**src/hw/rtl/sac_ram.sv**
```systemverilog
`default_nettype none

module sac_ram #(
  parameter int unsigned Width = 16,
  parameter int unsigned Depth = 256
) (
  input  wire logic                     clk_i,
  input  wire logic                     we_i,
  input  wire logic [$clog2(Depth)-1:0] waddr_i,
  input  wire logic [Width-1:0]         wdata_i,
  input  wire logic [$clog2(Depth)-1:0] raddr_i,
  output logic      [Width-1:0]         rdata_o
);

  logic [Width-1:0] mem [Depth];

  always_ff @(posedge clk_i) begin
    if (we_i) begin
      mem[waddr_i] <= wdata_i;
    end
  end

  always_ff @(posedge clk_i) begin
    rdata_o <= mem[raddr_i];
  end

endmodule

`default_nettype wire

```
**config.mk**
```make
export PLATFORM = sky130hd
export DESIGN_NAME = sac_ram
export DESIGN_NICKNAME = d
export VERILOG_FILES = /design/src/hw/rtl/sac_ram.sv
export SDC_FILE = /design/constraint.sdc
export NUM_CORES = 2
export LEC_CHECK = 0
export BUFFER_PORTS_ARGS = -buffer_cell sky130_fd_sc_hd__buf_2
export CELL_PAD_IN_SITES_DETAIL_PLACEMENT = 2
export CELL_PAD_IN_SITES_GLOBAL_PLACEMENT = 2
export CORE_ASPECT_RATIO = 2
export CORE_MARGIN = 5
export CORE_UTILIZATION = 55
export CTS_CLUSTER_DIAMETER = 120
export DETAILED_ROUTE_END_ITERATION = 6
export PLACE_DENSITY = 0.95
export SLEW_MARGIN = 20
export SYNTH_ARGS = -nofsm -noshare
export SYNTH_HDL_FRONTEND = slang
export SYNTH_SLANG_ARGS = --single-unit
export TNS_END_PERCENT = 5
```
**constraint.sdc**
```tcl
create_clock -name clk_i -period 5.3 [get_ports clk_i]
set_clock_uncertainty 0.15 [all_clocks]
set_input_delay 0.53 -clock clk_i [delete_from_list [all_inputs] [get_ports clk_i]]
set_output_delay 0.53 -clock clk_i [all_outputs]
set_load 0.005 [all_outputs]
```
==> results of run 1 <==
synthesized netlist by cell type (4+ instances only):
cell type                      n
sky130_fd_sc_hd__edfxtp_1   4096
sky130_fd_sc_hd__mux4_2      797
sky130_fd_sc_hd__mux2i_1     565
sky130_fd_sc_hd__nor2_1      304
sky130_fd_sc_hd__o221ai_1    252
sky130_fd_sc_hd__clkbuf_1    230
sky130_fd_sc_hd__a21oi_1     175
sky130_fd_sc_hd__o22ai_1     148
sky130_fd_sc_hd__nor3_1       92
sky130_fd_sc_hd__mux2_2       88
sky130_fd_sc_hd__buf_6        77
sky130_fd_sc_hd__buf_2        76
sky130_fd_sc_hd__a22oi_1      43
sky130_fd_sc_hd__nand2_1      38
sky130_fd_sc_hd__o21ai_0      37
sky130_fd_sc_hd__nand3_1      35
sky130_fd_sc_hd__a22o_1       32
sky130_fd_sc_hd__a221oi_1     28
sky130_fd_sc_hd__buf_1        27
sky130_fd_sc_hd__buf_4        26
sky130_fd_sc_hd__nand4_1      26
sky130_fd_sc_hd__o32ai_1      20
sky130_fd_sc_hd__a211oi_1     18
sky130_fd_sc_hd__nor4_1       17
sky130_fd_sc_hd__dfxtp_1      16
sky130_fd_sc_hd__o31ai_1      16
sky130_fd_sc_hd__and3_1       11
sky130_fd_sc_hd__buf_8        11
sky130_fd_sc_hd__nor2b_1       9
sky130_fd_sc_hd__a2111oi_0     6
sky130_fd_sc_hd__a31oi_1       6
sky130_fd_sc_hd__buf_12        5
sky130_fd_sc_hd__or2_2         4
metrics by stage:
step           worst slack, ns  instance area, sq um
2_1_floorplan             2.46                159000
3_3_place_gp             0.419                166000
kinds of logic after synthesis:
kind of cell	after synthesis
compound gates	786
mux	1450
flops	4112
simple gates	556
buf+inv	456
==> metrics.txt, run 1 <==
# TYPE chip_impl_metric gauge
chip_impl_metric{name="synth.distinct_cells",unit=""} 52
chip_impl_metric{name="fp.dieW",unit="um"} 390
chip_impl_info{name="outcome.stop_stage",value="3_5_place_dp"} 1
chip_impl_metric{name="netlist_area",unit="sq mm"} 0.159
chip_impl_info{name="synth.largest_area_cell",value="sky130_fd_sc_hd__edfxtp_1"} 1
chip_impl_metric{name="part_of_the_yosys_area_used_for_sequential_elements",unit="%"} 77.7
chip_impl_metric{name="netlist_instances",unit=""} 7360
chip_impl_metric{name="synthAdderAreaFrac",unit="%"} 0
chip_impl_metric{name="synth_enable_flop_cells",unit=""} 4096
chip_impl_metric{name="dp_hpwl",unit="mm"} 444
chip_impl_metric{name="place_congestion",unit=""} 0.958
chip_impl_metric{name="synth-compound-area-share",unit="%"} 3.54
chip_impl_metric{name="place.port_buffers",unit=""} 49
chip_impl_metric{name="ys_async_sr_fraction",unit="%"} 0
chip_impl_metric{name="area_share_of_the_leading_cell_type_in_the_synthesized_netlist",unit="%"} 77.5
chip_impl_metric{name="synthMuxAreaShare",unit="%"} 15.5
chip_impl_metric{name="synth_nets",unit=""} 7394
chip_impl_metric{name="ys_ff_latch",unit=""} 4112
chip_impl_info{name="synthFlopType",value="sky130_fd_sc_hd__edfxtp_1"} 1
chip_impl_info{name="run_status",value="stopped before the end"} 1
chip_impl_info{name="dominant_combinational_cell_family_by_area_after_synthesis",value="multiplexers"} 1
chip_impl_metric{name="floorplan.initialDensity",unit="%"} 55.1
chip_impl_metric{name="yosys.area_share.simple",unit="%"} 1.57
chip_impl_metric{name="ys.warnings.count",unit=""} 0
chip_impl_metric{name="synth_area_per_cell",unit="sq um"} 21.6
chip_impl_info{name="synthTopCellsByArea",value="sky130_fd_sc_hd__edfxtp_1 77%, sky130_fd_sc_hd__mux4_2 11%, sky130_fd_sc_hd__mux2i_1 3.6%"} 1
chip_impl_metric{name="rows",unit=""} 279
chip_impl_metric{name="io_pins",unit=""} 50
chip_impl_metric{name="floorplan.die.height",unit="um"} 770
chip_impl_metric{name="synth_xor_xnor_area_share",unit="%"} 0
chip_impl_info{name="error",value="[ERROR DPL-0033] detailed placement checks failed during check placement."} 1
==> inputs of run 2 (changes only) <==
CELL_PAD_IN_SITES_DETAIL_PLACEMENT = not set   (was 2)
CELL_PAD_IN_SITES_GLOBAL_PLACEMENT = not set   (was 2)
CORE_ASPECT_RATIO = not set   (was 2)
CORE_UTILIZATION = 40   (was 55)
CTS_CLUSTER_DIAMETER = not set   (was 120)
PLACE_DENSITY = not set   (was 0.95)
PLACE_DENSITY_LB_ADDON = 0.15   (was not set)
==> metrics.txt, run 2 <==
# TYPE chip_impl_metric gauge
chip_impl_metric{name="report.final.hold_viol_count",unit=""} 0
chip_impl_metric{name="critical_path_arrival",unit="ns"} 4.43
chip_impl_metric{name="syn_to_final_growth",unit="%"} 14.7
chip_impl_info{name="slowest_stage_cell_on_the_critical_path",value="sky130_fd_sc_hd__o21ai_0"} 1
chip_impl_metric{name="timing.final.crit_period",unit="ns"} 3.72
chip_impl_info{name="cts_tree",value="yes"} 1
chip_impl_metric{name="synth_xor_xnor_area_share",unit="%"} 0
chip_impl_metric{name="number_of_flip_flops_in_the_largest_register",unit=""} 4096
chip_impl_metric{name="vdd_drop_max",unit="mV"} 0.298
chip_impl_metric{name="critical_path.n_buffers_inverters",unit=""} 3
chip_impl_metric{name="yosys.area_share.simple",unit="%"} 1.57
chip_impl_metric{name="netlist_area",unit="sq mm"} 0.159
chip_impl_metric{name="post-route-period-util",unit="%"} 70.1
chip_impl_metric{name="grt_pass1_vias",unit=""} 79200
chip_impl_metric{name="fin_tns_setup",unit="ns"} 0
chip_impl_metric{name="holdWs",unit="ns"} 0.0216
chip_impl_metric{name="part_of_the_yosys_area_used_for_sequential_elements",unit="%"} 77.7
chip_impl_info{name="clock-root-buffer",value="sky130_fd_sc_hd__clkbuf_16"} 1
chip_impl_metric{name="synthMuxAreaShare",unit="%"} 15.5
chip_impl_metric{name="clock_path_buffers",unit=""} 4
chip_impl_info{name="timing.setup.critical_path_class",value="in -> reg"} 1
chip_impl_metric{name="cts-buffers-inserted",unit=""} 429
chip_impl_metric{name="detailroute.via_count",unit=""} 79100
chip_impl_info{name="synth_most_common_cell",value="sky130_fd_sc_hd__edfxtp_1"} 1
chip_impl_metric{name="fillCellCount",unit=""} 32800
chip_impl_info{name="synthTopCellsByArea",value="sky130_fd_sc_hd__edfxtp_1 77%, sky130_fd_sc_hd__mux4_2 11%, sky130_fd_sc_hd__mux2i_1 3.6%"} 1
chip_impl_metric{name="rows",unit=""} 231
chip_impl_metric{name="place_congestion",unit=""} 0.827
chip_impl_metric{name="layout-drive-gt1-share",unit="%"} 26.7
chip_impl_metric{name="finalInstanceArea",unit="sq mm"} 0.182
chip_impl_info{name="min-delay-path-class",value="in -> reg"} 1
chip_impl_metric{name="resized_cells_post_cts",unit=""} 0
chip_impl_metric{name="synth_enable_flop_cells",unit=""} 4096
chip_impl_metric{name="final_net_count",unit=""} 7943
chip_impl_metric{name="io_pins",unit=""} 50
chip_impl_metric{name="grt_max_degree",unit=""} 169
chip_impl_info{name="synth.largest_area_cell",value="sky130_fd_sc_hd__edfxtp_1"} 1
chip_impl_metric{name="netlist_instances",unit=""} 7360
chip_impl_metric{name="critPathRequiredTime",unit="ns"} 6.01
chip_impl_metric{name="ys_async_sr_fraction",unit="%"} 0
chip_impl_metric{name="synth.distinct_cells",unit=""} 52
chip_impl_metric{name="placed_cells",unit=""} 12700
chip_impl_metric{name="cts.sinks",unit=""} 4112
chip_impl_metric{name="viasPerCell",unit=""} 5.85
chip_impl_metric{name="overflow",unit=""} 0
chip_impl_metric{name="max_cap_viol_count",unit=""} 0
chip_impl_metric{name="detailedRoute.firstPassIterationCount",unit=""} 5
chip_impl_metric{name="setup_viol",unit=""} 0
chip_impl_info{name="largestRegisters",value="mem (4096), rdata_o (16)"} 1
chip_impl_metric{name="antenna_found_initial",unit=""} 43
chip_impl_metric{name="source_to_sink_clock_delay_at_the_later_pin_of_the_worst_skew_pair",unit="ns"} 0.98
chip_impl_info{name="grt_setup_unrepaired",value="false"} 1
chip_impl_info{name="cells_along_the_critical_path",value="buf_8, nand2b_4, buf_4, buf_4, o22ai_1, nor3_1, o21ai_0, nand3_1, nor4_1"} 1
chip_impl_info{name="leading_cell_types_by_count_after_synthesis",value="4,096 x sky130_fd_sc_hd__edfxtp_1, 797 x sky130_fd_sc_hd__mux4_2, 565 x sky130_fd_sc_hd__mux2i_1, 304 x sky130_fd_sc_hd__nor2_1, 252 x sky130_fd_sc_hd__o221ai_1"} 1
chip_impl_metric{name="timing_max_transition_violations_final",unit=""} 0
chip_impl_metric{name="dpl_cell_area",unit="sq mm"} 0.168
chip_impl_metric{name="ys.warnings.count",unit=""} 0
chip_impl_metric{name="synth-compound-area-share",unit="%"} 3.54
chip_impl_metric{name="total_leakage_power",unit="nW"} 57.4
chip_impl_metric{name="clk_pin_slew",unit="ns"} 0.06
chip_impl_metric{name="post-cts-setup-buffers",unit=""} 0
chip_impl_metric{name="least_setup_slack_across_all_paths_after_layout",unit="ns"} 1.58
chip_impl_metric{name="ys_ff_latch",unit=""} 4112
chip_impl_info{name="critical_path.top_delay_family",value="simple AND/OR/NAND/NOR gates"} 1
chip_impl_info{name="top_register",value="mem"} 1
chip_impl_metric{name="place.port_buffers",unit=""} 49
chip_impl_metric{name="route.detailed.drc",unit=""} 0
chip_impl_metric{name="clock.fmax",unit="GHz"} 0.269
chip_impl_info{name="run_status",value="completed"} 1
chip_impl_metric{name="floorplan.core_area",unit="sq mm"} 0.396
chip_impl_metric{name="synthAdderAreaFrac",unit="%"} 0
chip_impl_metric{name="design.die.area",unit="sq mm"} 0.409
chip_impl_info{name="synthFlopType",value="sky130_fd_sc_hd__edfxtp_1"} 1
chip_impl_metric{name="p_per_area",unit="mW/mm^2"} 378
chip_impl_metric{name="final_cells",unit=""} 13500
chip_impl_metric{name="grt_first_pass_wirelength",unit="mm"} 636
chip_impl_metric{name="floorplan.initialDensity",unit="%"} 40.1
chip_impl_info{name="dominant_combinational_cell_family_by_area_after_synthesis",value="multiplexers"} 1
chip_impl_metric{name="groute.usage.overall",unit="%"} 21.9
chip_impl_metric{name="critical_path_peak_fanout",unit=""} 51
chip_impl_metric{name="floorplan.die.height",unit="um"} 640
chip_impl_metric{name="max_stage_delay",unit="ns"} 0.95
chip_impl_info{name="most-common-layout-cells",value="4,096 x sky130_fd_sc_hd__edfxtp_1, 797 x sky130_fd_sc_hd__mux4_2, 565 x sky130_fd_sc_hd__mux2i_1, 445 x sky130_fd_sc_hd__buf_4, 434 x sky130_fd_sc_hd__clkbuf_16"} 1
chip_impl_metric{name="timing.max_slew.rel_slack",unit="%"} 14.5
chip_impl_metric{name="synth_nets",unit=""} 7394
chip_impl_info{name="endpoint_kind",value="flop"} 1
chip_impl_metric{name="preCtsSetupSlack",unit="ns"} 0.703
chip_impl_metric{name="detail_route.iter0.violations",unit=""} 8986
chip_impl_metric{name="avgRoutedWirePerCell",unit="um"} 33.6
chip_impl_metric{name="detail_route.wirelength",unit="mm"} 455
chip_impl_metric{name="fp.dieW",unit="um"} 640
chip_impl_info{name="crit_path_frequent_cell",value="sky130_fd_sc_hd__buf_4"} 1
chip_impl_metric{name="area_share_of_the_leading_cell_type_in_the_synthesized_netlist",unit="%"} 77.5
chip_impl_info{name="mostFrequentLayoutCell",value="sky130_fd_sc_hd__edfxtp_1"} 1
chip_impl_metric{name="drt.antenna.violating_nets",unit=""} 0
chip_impl_metric{name="synth_area_per_cell",unit="sq um"} 21.6
chip_impl_metric{name="cts-htree-levels",unit=""} 5
chip_impl_metric{name="worst_pin_slew",unit="ns"} 1.28
chip_impl_metric{name="dp_hpwl",unit="mm"} 274
chip_impl_info{name="critPathLaunchType",value="input port"} 1
[run 2: cell counts after synthesis]
No cell type changed its count.
[run 2: timing repair]
item                                    CTS  global route
hold buffers                             14             1
endpoints found under the setup margin    0             0
endpoints found under the hold margin   647            39
[run 2: area by class of cell]
type	instances	area (sq um)	share of cell area, %
Multi-Input combinational cell	2792	33300	18.3
Timing Repair Buffer	570	5170	2.84
Antenna cell	17	42.5	0.0234
Clock buffer	521	11300	6.19
Tap cell	5242	6560	3.60
Inverter	4	27.5	0.0151
Sequential cell	4112	123000	67.7
Clock inverter	264	2430	1.33
[run 2: report_power, final]
part / internal (mW) / switching [mW] / leakage (nW)
registers: 35.9 / 0.0739 / 36.9
logic: 1.18 / 2.31 / 13.8
clock network: 17.0 / 12.5 / 6.69
[run 2: cells by family after synthesis]
kind of cell	after synthesis
AND/OR/NAND/NOR	556
buffers and inverters	456
flip-flops	4112
multiplexers	1450
AO/OA/AOI/OAI	786
[run 2: through the flow]
step	total power, mW	util [%]
floorplan	38.3	-
global placement	40.1	42.5
detailed placement	40.2	42.5
CTS	69.5	46.0
global route	71.0	46.0
finish	68.8	46.0
[run 2: metal layers]
| metal | global-route usage (%) | vias up | share of wire [%] |
|---|---|---|---|
| met5 | 0 | - | 0.012 |
| met1 | 31.3 | 43100 | 42 |
| met3 | 3.75 | 572 | 7.2 |
| li1 | - | 32400 | - |
| met4 | 5.91 | 8 | 2.9 |
| met2 | 34.9 | 2994 | 48 |
[run 2: path summary, 6_finish.rpt]
path | start | slack, ns | depth (start not counted) | endpoint
worst min-delay path | wdata_i[14] | 0.02 | 1 | mem[234][14]
worst max register to register | mem[139][7] | 2.17 | 8 | rdata_o[7]
worst min register to register | mem[218][11] | 0.92 | 6 | rdata_o[11]
worst max-delay path | raddr_i[1] | 1.58 | 9 | rdata_o[5]
[run 2: worst reg2reg max path: cells and delay by family, from the launching register on]
kind	cells	cell delay, ns
AOI/OAI and AO/OA	3	1.18
muxes	2	0.81
buffers and inverters	2	0.46
DFF	1	0.36
and+or+nand+nor	1	0.05
Power figures use the tool's default switching activity.
